$ cat config.mk
export PLATFORM = sky130hd
export DESIGN_NAME = paged_bump_allocator_unit
export DESIGN_NICKNAME = d
export VERILOG_FILES = /design/src/hdl/pba_pkg.sv /design/src/hdl/pba_ctrl.sv /design/src/hdl/pba_datapath.sv /design/src/hdl/paged_bump_allocator_unit.sv
export SDC_FILE = /design/constraint.sdc
export NUM_CORES = 2
export LEC_CHECK = 0
export BUFFER_PORTS_ARGS = -buffer_cell sky130_fd_sc_hd__buf_2
export CAP_MARGIN = 15
export CORE_ASPECT_RATIO = 0.6
export CORE_MARGIN = 2
export CORE_UTILIZATION = 30
export DETAILED_ROUTE_END_ITERATION = 16
export HOLD_SLACK_MARGIN = 0.05
export SETUP_SLACK_MARGIN = 0.2
export SLEW_MARGIN = 20
export SYNTH_ARGS = -nofsm -noshare
export SYNTH_HDL_FRONTEND = slang
export SYNTH_HIERARCHICAL = 1
export SYNTH_SLANG_ARGS = --single-unit
$ cat constraint.sdc
create_clock -name clk -period 10.9 [get_ports clk]
set_clock_uncertainty 0.05 [all_clocks]
set_input_delay 2.18 -clock clk [delete_from_list [all_inputs] [get_ports clk]]
set_output_delay 2.18 -clock clk [all_outputs]
set_load 0.03 [all_outputs]
$ cat src/hdl/pba_pkg.sv
// Shared types and constants of the paged bump allocator.
package pba_pkg;

    // Field widths fixed by the item format
    localparam int ACTION_W     = 2;
    localparam int ALIGN_W      = 4;
    localparam int STATUS_W     = 3;
    localparam int PAGE_OUT_W   = 4;
    localparam int OFFSET_W     = 21;
    localparam int TOT_W        = 25;
    localparam int COUNT_OUT_W  = 5;
    localparam int CFG_IDX_W    = 1;
    localparam int CFG_DATA_W   = 21;

    // Result payload: 130 bits of fields, padded to whole bytes
    localparam int OUT_FIELDS_W = 130;
    localparam int OUT_TDATA_W  = 136;

    // Request kinds
    localparam logic [ACTION_W-1:0] ACT_ALLOC = 2'd0;
    localparam logic [ACTION_W-1:0] ACT_RESET = 2'd1;
    localparam logic [ACTION_W-1:0] ACT_ROLL  = 2'd2;
    localparam logic [ACTION_W-1:0] ACT_QUERY = 2'd3;

    // Result status codes
    localparam logic [STATUS_W-1:0] ST_OK     = 3'd0;
    localparam logic [STATUS_W-1:0] ST_ZERO   = 3'd1;
    localparam logic [STATUS_W-1:0] ST_ALIGN  = 3'd2;
    localparam logic [STATUS_W-1:0] ST_SPACE  = 3'd3;
    localparam logic [STATUS_W-1:0] ST_MARKER = 3'd4;

    // Configuration register indexes
    localparam logic [CFG_IDX_W-1:0] REG_DEFAULT_PAGE_SIZE = 1'd0;
    localparam logic [CFG_IDX_W-1:0] REG_ARENA_ALIGN_LOG2  = 1'd1;

    // Configuration limits and reset values
    localparam logic [CFG_DATA_W-1:0] DEFAULT_SIZE_MAX   = 21'd1048576;
    localparam logic [CFG_DATA_W-1:0] DEFAULT_SIZE_RESET = 21'd4096;
    localparam logic [ALIGN_W-1:0]    ALIGN_LOG2_MAX     = 4'd12;
    localparam logic [ALIGN_W-1:0]    ALIGN_LOG2_RESET   = 4'd4;
    // Page 0 capacity after reset: reset default aligned to the reset alignment
    localparam int RESET_PAGE_CAP = 4096;

    // Page table read address select
    localparam logic [1:0] RD_ACTIVE = 2'd0;
    localparam logic [1:0] RD_NEXT   = 2'd1;
    localparam logic [1:0] RD_MARKER = 2'd2;
    localparam logic [1:0] RD_WALK   = 2'd3;

    typedef struct packed {
        logic                load;
        logic                init;
        logic [1:0]          rd_sel;
        logic                set_status;
        logic [STATUS_W-1:0] status_code;
        logic                advance;
        logic                alloc_commit;
        logic                alloc_open;
        logic                arena_clear;
        logic                clear_write;
        logic                roll_commit;
        logic                walk_clear;
    } pba_cmd_t;

    typedef struct packed {
        logic [ACTION_W-1:0] action;
        logic                zero_size;
        logic                align_bad;
        logic                fit;
        logic                second;
        logic                next_exists;
        logic                table_full;
        logic                marker_in_range;
        logic                marker_fits;
        logic                walk_more;
    } pba_status_t;

    typedef struct packed {
        logic [COUNT_OUT_W-1:0] pages_open;
        logic [TOT_W-1:0]       capacity_total;
        logic [TOT_W-1:0]       peak_total;
        logic [TOT_W-1:0]       used_total;
        logic [OFFSET_W-1:0]    current_marker_offset;
        logic [PAGE_OUT_W-1:0]  current_marker_page;
        logic [OFFSET_W-1:0]    alloc_offset;
        logic [PAGE_OUT_W-1:0]  alloc_page;
        logic [STATUS_W-1:0]    status;
    } pba_result_t;

endpackage

$ cat src/hdl/pba_ctrl.sv
// Sequencing state machine of the paged bump allocator.
module pba_ctrl
    import pba_pkg::*;
(
    input  logic        clk,
    input  logic        rst_n,
    input  logic        in_valid,
    output logic        in_ready,
    input  logic        out_free,
    input  pba_status_t st,
    output pba_cmd_t    cmd,
    output logic        result_load
);

    localparam logic [3:0] S_INIT   = 4'd0;
    localparam logic [3:0] S_IDLE   = 4'd1;
    localparam logic [3:0] S_DECODE = 4'd2;
    localparam logic [3:0] S_ACHK   = 4'd3;
    localparam logic [3:0] S_RCHK   = 4'd4;
    localparam logic [3:0] S_RRD    = 4'd5;
    localparam logic [3:0] S_RCLR   = 4'd6;
    localparam logic [3:0] S_CLR    = 4'd7;
    localparam logic [3:0] S_FINISH = 4'd8;

    logic [3:0] state_reg;
    logic [3:0] state_next;

    always_ff @(posedge clk or negedge rst_n)
    begin
        if (!rst_n)
        begin
            state_reg <= S_INIT;
        end
        else
        begin
            state_reg <= state_next;
        end
    end

    always_comb
    begin
        cmd         = '0;
        cmd.rd_sel  = RD_ACTIVE;
        in_ready    = 1'b0;
        result_load = 1'b0;
        state_next  = state_reg;
        case (state_reg)
            S_INIT:
            begin
                // seed page 0 before the first item
                cmd.init   = 1'b1;
                state_next = S_IDLE;
            end
            S_IDLE:
            begin
                in_ready = 1'b1;
                if (in_valid)
                begin
                    cmd.load   = 1'b1;
                    state_next = S_DECODE;
                end
            end
            S_DECODE:
            begin
                case (st.action)
                    ACT_ALLOC:
                    begin
                        if (st.zero_size)
                        begin
                            cmd.set_status  = 1'b1;
                            cmd.status_code = ST_ZERO;
                            state_next      = S_FINISH;
                        end
                        else if (st.align_bad)
                        begin
                            cmd.set_status  = 1'b1;
                            cmd.status_code = ST_ALIGN;
                            state_next      = S_FINISH;
                        end
                        else
                        begin
                            cmd.rd_sel = RD_ACTIVE;
                            state_next = S_ACHK;
                        end
                    end
                    ACT_RESET:
                    begin
                        cmd.arena_clear = 1'b1;
                        state_next      = S_CLR;
                    end
                    ACT_ROLL:
                    begin
                        if (!st.marker_in_range)
                        begin
                            cmd.set_status  = 1'b1;
                            cmd.status_code = ST_MARKER;
                            state_next      = S_FINISH;
                        end
                        else
                        begin
                            cmd.rd_sel = RD_MARKER;
                            state_next = S_RCHK;
                        end
                    end
                    default:
                    begin
                        state_next = S_FINISH;
                    end
                endcase
            end
            S_ACHK:
            begin
                state_next = S_FINISH;
                if (st.fit)
                begin
                    cmd.alloc_commit = 1'b1;
                end
                else if (st.second || st.next_exists == 1'b0 && st.table_full)
                begin
                    cmd.set_status  = 1'b1;
                    cmd.status_code = ST_SPACE;
                end
                else if (st.next_exists)
                begin
                    cmd.advance = 1'b1;
                    cmd.rd_sel  = RD_NEXT;
                    state_next  = S_ACHK;
                end
                else
                begin
                    cmd.alloc_open = 1'b1;
                end
            end
            S_RCHK:
            begin
                if (st.marker_fits)
                begin
                    cmd.roll_commit = 1'b1;
                    state_next      = S_RRD;
                end
                else
                begin
                    cmd.set_status  = 1'b1;
                    cmd.status_code = ST_MARKER;
                    state_next      = S_FINISH;
                end
            end
            S_RRD:
            begin
                if (st.walk_more)
                begin
                    cmd.rd_sel = RD_WALK;
                    state_next = S_RCLR;
                end
                else
                begin
                    state_next = S_FINISH;
                end
            end
            S_RCLR:
            begin
                cmd.walk_clear = 1'b1;
                state_next     = S_RRD;
            end
            S_CLR:
            begin
                if (st.walk_more)
                begin
                    cmd.clear_write = 1'b1;
                end
                else
                begin
                    state_next = S_FINISH;
                end
            end
            S_FINISH:
            begin
                if (out_free)
                begin
                    result_load = 1'b1;
                    state_next  = S_IDLE;
                end
            end
            default:
            begin
                state_next = S_IDLE;
            end
        endcase
    end

endmodule

$ cat src/hdl/pba_datapath.sv
// Page table, totals, configuration registers and allocation arithmetic.
module pba_datapath
    import pba_pkg::*;
#(
    parameter int MAX_PAGES = 16,
    parameter int SIZE_BITS = 20
)
(
    input  logic                  clk,
    input  logic                  rst_n,
    input  logic                  cfg_we,
    input  logic [CFG_IDX_W-1:0]  cfg_index,
    input  logic [CFG_DATA_W-1:0] cfg_data,
    input  logic [ACTION_W-1:0]   in_action,
    input  logic [SIZE_BITS-1:0]  in_size,
    input  logic [ALIGN_W-1:0]    in_align,
    input  logic [3:0]            in_mpage,
    input  logic [OFFSET_W-1:0]   in_moff,
    input  pba_cmd_t              cmd,
    output pba_status_t           st,
    output pba_result_t           res
);

    localparam int IDX_W  = $clog2(MAX_PAGES);
    localparam int CNT_W  = $clog2(MAX_PAGES + 1);
    localparam int PAGE_W = ((SIZE_BITS > 20) ? SIZE_BITS : 20) + 1;
    localparam int AW     = PAGE_W + 1;
    localparam int SUMW   = AW + 1;
    localparam int MW     = (CNT_W > 4) ? CNT_W : 4;

    function automatic logic [AW-1:0] align_up(input logic [AW-1:0] x,
                                               input logic [ALIGN_W-1:0] lg);
        logic [AW-1:0] m;
        m = (AW'(1) << lg) - AW'(1);
        return (x + m) & ~m;
    endfunction

    // page table
    logic [PAGE_W-1:0] cap_mem  [MAX_PAGES];
    logic [PAGE_W-1:0] fill_mem [MAX_PAGES];
    logic [PAGE_W-1:0] peak_mem [MAX_PAGES];
    logic [PAGE_W-1:0] cap_rd_reg, fill_rd_reg, peak_rd_reg;
    logic [IDX_W-1:0]  rd_addr, wr_addr;
    logic              we_cap, we_fill, we_peak;
    logic [PAGE_W-1:0] wd_cap, wd_fill, wd_peak;

    logic [CNT_W-1:0]  open_reg, walk_reg;
    logic [IDX_W-1:0]  active_reg, tgt_reg, grant_page_reg;
    logic [PAGE_W-1:0] active_fill_reg, base_reg, grant_off_reg, def_al_reg;
    logic [AW-1:0]     start_reg;
    logic              second_reg;
    logic [TOT_W-1:0]  used_reg, peak_tot_reg, cap_tot_reg;
    logic [TOT_W-1:0]  used_next, peak_tot_next, cap_tot_next;
    logic [CFG_DATA_W-1:0] default_reg;
    logic [ALIGN_W-1:0]    arena_reg;

    logic [ACTION_W-1:0]  action_reg;
    logic [SIZE_BITS-1:0] size_reg;
    logic [ALIGN_W-1:0]   alg_reg;
    logic [3:0]           mpage_reg;
    logic [OFFSET_W-1:0]  moff_reg;
    logic [STATUS_W-1:0]  status_reg;

    logic [SUMW-1:0]   sum;
    logic              fit, peak_up;
    logic [AW-1:0]     need, need_max;
    logic [PAGE_W-1:0] cap_new;
    logic [IDX_W-1:0]  new_idx, next_idx, mpage_idx, walk_idx;
    logic [MW-1:0]     mpage_w;

    assign sum       = SUMW'(start_reg) + SUMW'(size_reg);
    assign fit       = sum <= SUMW'(cap_rd_reg);
    assign peak_up   = sum > SUMW'(peak_rd_reg);
    assign need      = AW'(size_reg) + (AW'(1) << alg_reg);
    assign need_max  = (need > AW'(def_al_reg)) ? need : AW'(def_al_reg);
    assign cap_new   = PAGE_W'(align_up(need_max, arena_reg));
    assign new_idx   = IDX_W'(open_reg);
    assign next_idx  = active_reg + IDX_W'(1);
    assign mpage_w   = MW'(mpage_reg);
    assign mpage_idx = IDX_W'(mpage_w);
    assign walk_idx  = IDX_W'(walk_reg);

    always_comb
    begin
        case (cmd.rd_sel)
            RD_ACTIVE: rd_addr = active_reg;
            RD_NEXT:   rd_addr = next_idx;
            RD_MARKER: rd_addr = mpage_idx;
            RD_WALK:   rd_addr = walk_idx;
            default:   rd_addr = active_reg;
        endcase
    end

    always_comb
    begin
        we_cap  = 1'b0;
        we_fill = 1'b0;
        we_peak = 1'b0;
        wr_addr = tgt_reg;
        wd_cap  = cap_new;
        wd_fill = '0;
        wd_peak = PAGE_W'(sum);
        if (cmd.init)
        begin
            we_cap  = 1'b1;
            we_fill = 1'b1;
            we_peak = 1'b1;
            wr_addr = '0;
            wd_cap  = PAGE_W'(RESET_PAGE_CAP);
            wd_peak = '0;
        end
        else if (cmd.alloc_commit)
        begin
            we_fill = 1'b1;
            we_peak = peak_up;
            wd_fill = PAGE_W'(sum);
        end
        else if (cmd.alloc_open)
        begin
            we_cap  = 1'b1;
            we_fill = 1'b1;
            we_peak = 1'b1;
            wr_addr = new_idx;
            wd_fill = PAGE_W'(size_reg);
            wd_peak = PAGE_W'(size_reg);
        end
        else if (cmd.roll_commit)
        begin
            we_fill = 1'b1;
            wr_addr = mpage_idx;
            wd_fill = PAGE_W'(moff_reg);
        end
        else if (cmd.clear_write || cmd.walk_clear)
        begin
            we_fill = 1'b1;
            wr_addr = walk_idx;
        end
    end

    always_ff @(posedge clk)
    begin
        if (we_cap)
        begin
            cap_mem[wr_addr] <= wd_cap;
        end
        if (we_fill)
        begin
            fill_mem[wr_addr] <= wd_fill;
        end
        if (we_peak)
        begin
            peak_mem[wr_addr] <= wd_peak;
        end
        cap_rd_reg  <= cap_mem[rd_addr];
        fill_rd_reg <= fill_mem[rd_addr];
        peak_rd_reg <= peak_mem[rd_addr];
    end

    always_comb
    begin
        used_next     = used_reg;
        peak_tot_next = peak_tot_reg;
        cap_tot_next  = cap_tot_reg;
        if (cmd.alloc_commit)
        begin
            used_next = used_reg + TOT_W'(sum) - TOT_W'(base_reg);
            if (peak_up)
            begin
                peak_tot_next = peak_tot_reg + TOT_W'(sum) - TOT_W'(peak_rd_reg);
            end
        end
        else if (cmd.alloc_open)
        begin
            used_next     = used_reg + TOT_W'(size_reg);
            peak_tot_next = peak_tot_reg + TOT_W'(size_reg);
            cap_tot_next  = cap_tot_reg + TOT_W'(cap_new);
        end
        else if (cmd.arena_clear)
        begin
            used_next = '0;
        end
        else if (cmd.roll_commit)
        begin
            used_next = used_reg + TOT_W'(moff_reg) - TOT_W'(fill_rd_reg);
        end
        else if (cmd.walk_clear)
        begin
            used_next = used_reg - TOT_W'(fill_rd_reg);
        end
    end

    always_ff @(posedge clk or negedge rst_n)
    begin
        if (!rst_n)
        begin
            open_reg        <= CNT_W'(1);
            active_reg      <= '0;
            active_fill_reg <= '0;
            used_reg        <= '0;
            peak_tot_reg    <= '0;
            cap_tot_reg     <= TOT_W'(RESET_PAGE_CAP);
            default_reg     <= DEFAULT_SIZE_RESET;
            arena_reg       <= ALIGN_LOG2_RESET;
            def_al_reg      <= PAGE_W'(RESET_PAGE_CAP);
            second_reg      <= 1'b0;
        end
        else
        begin
            used_reg     <= used_next;
            peak_tot_reg <= peak_tot_next;
            cap_tot_reg  <= cap_tot_next;
            def_al_reg   <= PAGE_W'(align_up(AW'(default_reg), arena_reg));
            if (cfg_we)
            begin
                case (cfg_index)
                    REG_DEFAULT_PAGE_SIZE:
                    begin
                        if (cfg_data == '0)
                        begin
                            default_reg <= CFG_DATA_W'(1);
                        end
                        else if (cfg_data > DEFAULT_SIZE_MAX)
                        begin
                            default_reg <= DEFAULT_SIZE_MAX;
                        end
                        else
                        begin
                            default_reg <= cfg_data;
                        end
                    end
                    REG_ARENA_ALIGN_LOG2:
                    begin
                        if (cfg_data[ALIGN_W-1:0] > ALIGN_LOG2_MAX)
                        begin
                            arena_reg <= ALIGN_LOG2_MAX;
                        end
                        else
                        begin
                            arena_reg <= cfg_data[ALIGN_W-1:0];
                        end
                    end
                    default:
                    begin
                        arena_reg <= arena_reg;
                    end
                endcase
            end
            if (cmd.load)
            begin
                second_reg <= 1'b0;
            end
            if (cmd.advance)
            begin
                second_reg <= 1'b1;
            end
            if (cmd.alloc_commit)
            begin
                active_reg      <= tgt_reg;
                active_fill_reg <= PAGE_W'(sum);
            end
            if (cmd.alloc_open)
            begin
                open_reg        <= open_reg + CNT_W'(1);
                active_reg      <= new_idx;
                active_fill_reg <= PAGE_W'(size_reg);
            end
            if (cmd.arena_clear)
            begin
                active_reg      <= '0;
                active_fill_reg <= '0;
            end
            if (cmd.roll_commit)
            begin
                active_reg      <= mpage_idx;
                active_fill_reg <= PAGE_W'(moff_reg);
            end
        end
    end

    always_ff @(posedge clk)
    begin
        if (cmd.load)
        begin
            action_reg     <= in_action;
            size_reg       <= in_size;
            alg_reg        <= in_align;
            mpage_reg      <= in_mpage;
            moff_reg       <= in_moff;
            status_reg     <= ST_OK;
            grant_page_reg <= '0;
            grant_off_reg  <= '0;
            tgt_reg        <= active_reg;
            start_reg      <= align_up(AW'(active_fill_reg), in_align);
            base_reg       <= active_fill_reg;
        end
        if (cmd.advance)
        begin
            // pages above the active one are always empty: start at zero
            tgt_reg   <= next_idx;
            start_reg <= '0;
            base_reg  <= '0;
        end
        if (cmd.set_status)
        begin
            status_reg <= cmd.status_code;
        end
        if (cmd.alloc_commit)
        begin
            grant_page_reg <= tgt_reg;
            grant_off_reg  <= PAGE_W'(start_reg);
        end
        if (cmd.alloc_open)
        begin
            grant_page_reg <= new_idx;
            grant_off_reg  <= '0;
        end
        if (cmd.arena_clear)
        begin
            walk_reg <= '0;
        end
        if (cmd.roll_commit)
        begin
            walk_reg <= CNT_W'(mpage_w) + CNT_W'(1);
        end
        if (cmd.clear_write || cmd.walk_clear)
        begin
            walk_reg <= walk_reg + CNT_W'(1);
        end
    end

    assign st.action          = action_reg;
    assign st.zero_size       = (size_reg == '0);
    assign st.align_bad       = (alg_reg > arena_reg);
    assign st.fit             = fit;
    assign st.second          = second_reg;
    assign st.next_exists     = (CNT_W'(active_reg) + CNT_W'(1)) < open_reg;
    assign st.table_full      = open_reg >= CNT_W'(MAX_PAGES);
    assign st.marker_in_range = mpage_w < MW'(open_reg);
    assign st.marker_fits     = PAGE_W'(moff_reg) <= fill_rd_reg;
    assign st.walk_more       = walk_reg < open_reg;

    assign res.status                = status_reg;
    assign res.alloc_page            = PAGE_OUT_W'(grant_page_reg);
    assign res.alloc_offset          = OFFSET_W'(grant_off_reg);
    assign res.current_marker_page   = PAGE_OUT_W'(active_reg);
    assign res.current_marker_offset = OFFSET_W'(active_fill_reg);
    assign res.used_total            = used_reg;
    assign res.peak_total            = peak_tot_reg;
    assign res.capacity_total        = cap_tot_reg;
    assign res.pages_open            = COUNT_OUT_W'(open_reg);

    a_active_below_open: assert property (@(posedge clk) disable iff (!rst_n)
        CNT_W'(active_reg) < open_reg)
        else $error("active page outside the opened pages");

    a_open_in_range: assert property (@(posedge clk) disable iff (!rst_n)
        open_reg != '0 && open_reg <= CNT_W'(MAX_PAGES))
        else $error("open page count out of range");

    a_commit_fits: assert property (@(posedge clk) disable iff (!rst_n)
        cmd.alloc_commit |-> fit)
        else $error("allocation committed to a page it does not fit");

endmodule

$ cat src/hdl/paged_bump_allocator_unit.sv
// Top level of the paged bump allocator: control, page table and result register.
//
// Each request transfer carries one command: allocate, reset the arena, roll back
// to a marker, or query; each produces exactly one result transfer holding the
// status, the granted page and offset (zero unless an allocation succeeds), the
// current marker and the used, peak and capacity totals. Items are handled one at
// a time by a state machine over a page table with a single registered read port,
// so the work per item follows the page-table accesses: an allocation reads the
// active page and, if it does not fit, the next opened page; an arena reset
// clears every opened page, and a rollback reads and clears each opened page
// above the marker page. A new request is taken as soon as the block is back in
// idle, while the previous result may still sit in the output register; the block
// only stalls if that register is still full when the next result is ready. After
// reset the block first seeds page 0, during which no request is taken.
// Configuration writes take effect for pages opened afterwards and must be
// issued only while the block is idle.
module paged_bump_allocator_unit
    import pba_pkg::*;
#(
    parameter int MAX_PAGES = 16,
    parameter int SIZE_BITS = 20
)
(
    input  logic                  clk,
    input  logic                  rst_n,
    input  logic                  cfg_we,
    input  logic [CFG_IDX_W-1:0]  cfg_index,
    input  logic [CFG_DATA_W-1:0] cfg_data,
    input  logic                  s_axis_tvalid,
    output logic                  s_axis_tready,
    // request_size, request_align_log2, marker_page, marker_offset, zero pad
    input  logic [((SIZE_BITS + 29 + 7) / 8) * 8 - 1:0] s_axis_tdata,
    // action
    input  logic [ACTION_W-1:0]   s_axis_tuser,
    output logic                  m_axis_tvalid,
    input  logic                  m_axis_tready,
    // alloc_page, alloc_offset, current_marker_page, current_marker_offset,
    // used_total, peak_total, capacity_total, pages_open, zero pad
    output logic [OUT_TDATA_W-1:0] m_axis_tdata,
    // status
    output logic [STATUS_W-1:0]   m_axis_tuser
);

    pba_cmd_t    cmd;
    pba_status_t st;
    pba_result_t res;
    pba_result_t out_reg;
    logic        m_tvalid_reg;
    logic        out_free;
    logic        result_load;

    // The output slot is free if empty or being drained in this cycle
    assign out_free = !m_tvalid_reg || m_axis_tready;

    pba_ctrl u_ctrl (
        .clk         (clk),
        .rst_n       (rst_n),
        .in_valid    (s_axis_tvalid),
        .in_ready    (s_axis_tready),
        .out_free    (out_free),
        .st          (st),
        .cmd         (cmd),
        .result_load (result_load)
    );

    pba_datapath #(
        .MAX_PAGES (MAX_PAGES),
        .SIZE_BITS (SIZE_BITS)
    ) u_datapath (
        .clk       (clk),
        .rst_n     (rst_n),
        .cfg_we    (cfg_we),
        .cfg_index (cfg_index),
        .cfg_data  (cfg_data),
        .in_action (s_axis_tuser),
        .in_size   (s_axis_tdata[SIZE_BITS-1:0]),
        .in_align  (s_axis_tdata[SIZE_BITS+3:SIZE_BITS]),
        .in_mpage  (s_axis_tdata[SIZE_BITS+7:SIZE_BITS+4]),
        .in_moff   (s_axis_tdata[SIZE_BITS+28:SIZE_BITS+8]),
        .cmd       (cmd),
        .st        (st),
        .res       (res)
    );

    // Hold the finished result until the downstream side takes the transfer
    always_ff @(posedge clk or negedge rst_n)
    begin
        if (!rst_n)
        begin
            m_tvalid_reg <= 1'b0;
        end
        else if (result_load)
        begin
            m_tvalid_reg <= 1'b1;
        end
        else if (m_axis_tready)
        begin
            m_tvalid_reg <= 1'b0;
        end
    end

    always_ff @(posedge clk)
    begin
        if (result_load)
        begin
            out_reg <= res;
        end
    end

    assign m_axis_tvalid = m_tvalid_reg;
    assign m_axis_tuser  = out_reg.status;
    assign m_axis_tdata  = {
        {(OUT_TDATA_W - OUT_FIELDS_W){1'b0}},
        out_reg.pages_open,
        out_reg.capacity_total,
        out_reg.peak_total,
        out_reg.used_total,
        out_reg.current_marker_offset,
        out_reg.current_marker_page,
        out_reg.alloc_offset,
        out_reg.alloc_page
    };

    a_no_result_overwrite: assert property (@(posedge clk) disable iff (!rst_n)
        result_load |-> (!m_tvalid_reg || m_axis_tready))
        else $error("result register loaded while a result still waits");

    a_one_item_in_flight: assert property (@(posedge clk) disable iff (!rst_n)
        (s_axis_tvalid && s_axis_tready) |=> !s_axis_tready)
        else $error("second request taken before the first was finished");

endmodule

==> out/results.tsv <==
stage	metric	value	unit
final_layout	top flop regs	u_datapath/cap_mem (336), u_datapath/fill_mem (336), u_datapath/peak_mem (336)	
detailed_routing	DRC	0	
critical_path	slowest cell delay on critical path	0.85	ns
synth	most frequent cell after synthesis	edfxtp_1	
critical_path	crit path DAT	10.49	ns
min_path	Hold/Removal Path Class	flop to flop	
clocking	CTS tree	built	
synth	Synth Warn #	6	
sta	Max Slew Vio Count	0	
detailed_routing	routed len/inst	24.4	um
synth	sequential area share after synthesis	0.587	
sta	Max-slew headroom	0.137	
sta	fin crit period	10.15	ns
place	hpwl dp	155000	um
critical_path	Crit Path Max Fanout	21	
critical_path	startpoint types	flop	
grt	first-pass GRT wire length	320000	um
place	port buffer count	212	
synth	Post-Syn Area per Cell	13.4	um2
critical_path	Worst Path Required	11.24	ns
synth	Synth Flop Type	edfxtp_1	
synth	top-area cell type share of the netlist area	0.498	
detailed_routing	post-route ant nets	0	
floorplanning	Die Y	386	um
floorplanning	boundary pin count	226	
synth	synth top area cells	edfxtp_1, mux4_2, ha_1, dfrtp_1, dfxtp_1	
clocking	Max Root-Sink Buffers	4	
sta	worst-margin pin slew	1.26	ns
synth	register bit total from synthesis	1492	
critical_path	crit-path cells	buf_4 -> ha_1 -> a211oi_1 -> o21ai_0 -> or3_1 -> a21oi_1 -> o31ai_1 -> o31ai_1 -> xor2_1 -> inv_1 -> ha_1 -> nand4_1 -> nor4_1 -> a31oi_1 -> a21boi_0 -> nor3_2 -> clkinv_1 -> mux2i_1 -> nor2_1 -> a21oi_1 -> nor2_1 -> or2_2 -> nor2_4	
critical_path	CP Capture Type	flop	
floorplanning	cell row count	140	
grt	vias in the first global route	46000	
synth	Distinct cells, synth	92	
synth	Synth Instances	5443	
floorplanning	die width	640	um
sta	Max Fclk	98.5	MHz
clocking	htree depth	4	
clocking	Inserted Clock Buffers	156	
floorplanning	Die ar.	247000	um2
floorplanning	initial core utilization	0.301	
run_status	outcome	complete, no violations	
clocking	Resized Gates After CTS	0	
clocking	CTS Sinks	1492	
sta	RSZ-0062 raised after global routing	false	
synth	number of synthesized flops with an enable pin	1208	
final_layout	Syn-to-layout area delta	15.8	%
synth	Synth Area in Simple Gates	0.0773	
floorplanning	core area	242000	um2
synth	Adder-Cell Fraction of Synth Area	0.0821	
clocking	Clock Pin Slew Worst Setup and Hold Paths	0.07	ns
sta	Fin. Hold Viols	0	
synth	post-synthesis mux area share	0.0960	
detailed_routing	DR iter-0 viols	5866	
final_layout	share of layout cells above drive strength 1	0.176	
synth	largest family of logic cells by synthesized area	compound AO/OA/AOI/OAI gates	
synth	Synth top cells by count	edfxtp_1, a21oi_1, ha_1	
clocking	latest clock arrival within the worst-skew pair	0.84	ns
critical_path	WS Path Type	flop to flop	
detailed_routing	first-pass iteration count of the detailed router	6	
clocking	hold_buf cts	0	
synth	complex-gate fraction of the synthesized area	0.102	
place	GPL Wtd Cong	0.917	
synth	Yosys top cell by area	edfxtp_1	
sta	final setup fails	0	
synth	Post-Synth XOR/XNOR Area	0.0264	
synth	ys async rst share	0.105	
critical_path	Slowest cell on crit path	a21boi_0	
grt	largest net degree at the start of global routing	111	
detailed_routing	DR vias	48200	
detailed_routing	final wirelength	224000	um
clocking	setup bufs post-CTS	0	
grt	grt ovf	0	
sta	final cycle utilization of the critical path	0.931	
clocking	root buffer cell	clkbuf_16	
synth	Mapped Area	72900	um2
grt	GRT Overall Usage	0.177	
sta	total negative slack	0	ns
run	Max-Cap Viols	0	
detailed_routing	via/cell ratio	5.24	
final_layout	NumNets Final	6324	
grt	initial antenna violation count	14	
## per-layer routing
metal | track usage | vias to the layer above | share of wire
met1 | 0.268 | 24400 | 0.46
met2 | 0.250 | 2192 | 0.41
met5 | 0 | - | 0.00040
met3 | 0.0456 | 269 | 0.10
li1 | - | 21300 | -
met4 | 0.0425 | 12 | 0.023
## cell families after synthesis
family          count (synthesis)
flops                        1492
simple gates                 1186
compound gates               1162
buf+inv                       565
fa+ha+maj                     435
mux                           381
xor+xnor                      220
other cells                     2
## final cells by class
class	instances	area [um2]
Multi-Input combinational cell	3401	28500
Fill cell	23400	158000
Clock inverter	73	851
Tap cell	3266	4090
Antenna cell	3	7.51
Clock buffer	201	4240
Sequential cell	1492	42800
Inverter	345	1290
Timing Repair Buffer	408	2670
## metrics by stage
step	hold slack (ns)	setup WS [ns]	utilization	cell area, um2	std cells
after CTS	0.361	0.733	0.348	84300	9186
after detailed placement	0.355	0.854	0.327	79200	8912
final	0.360	0.752	0.349	84400	9189
after global placement	0.359	0.624	0.327	79200	8912
after floorplan	0.350	2.02	-	72900	5458
after global routing	0.371	0.212	0.349	84400	9186
## cell usage in the layout, fill, tap and decap left out, types with 160 or more instances in the layout
master | netlist | final
clkbuf_16 | 0 | 160
ha_1 | 363 | 363
nand2_1 | 310 | 309
mux4_2 | 253 | 252
edfxtp_1 | 1208 | 1208
buf_4 | 9 | 184
a21oi_1 | 390 | 384
buf_2 | 5 | 211
o21ai_0 | 237 | 236
nor2_1 | 336 | 305
inv_1 | 344 | 343
## critical path: cells and delay by family (launching register included)
family,cells,cell delay [ns]
AOI/OAI and AO/OA,8,2.82
and+or+nand+nor,8,2.47
buffers and inverters,3,1.62
adders and majority gates,2,0.84
xor gates and xnor gates,1,0.82
DFF,1,0.79
muxes,1,0.26
## worst paths after layout
kind,startpoint,to,slack [ns],cells after the start
worst min register to register,u_datapath/grant_page_reg[1],m_axis_tdata[1],0.36,0
worst min-delay path,u_datapath/grant_page_reg[1],m_axis_tdata[1],0.36,0
worst max register to register,u_datapath/size_reg[10],u_datapath/peak_mem[0][10],0.75,23
min in group asynchronous,rst_n,u_datapath/open_reg[3],1.34,1
max in group asynchronous,rst_n,u_datapath/def_al_reg[2],7.98,2
worst max-delay path,u_datapath/size_reg[10],u_datapath/peak_mem[0][10],0.75,23
Power is left out: the tool's default activity adds up to more than one toggle a clock period on the data nets, which glitch-free logic cannot reach.
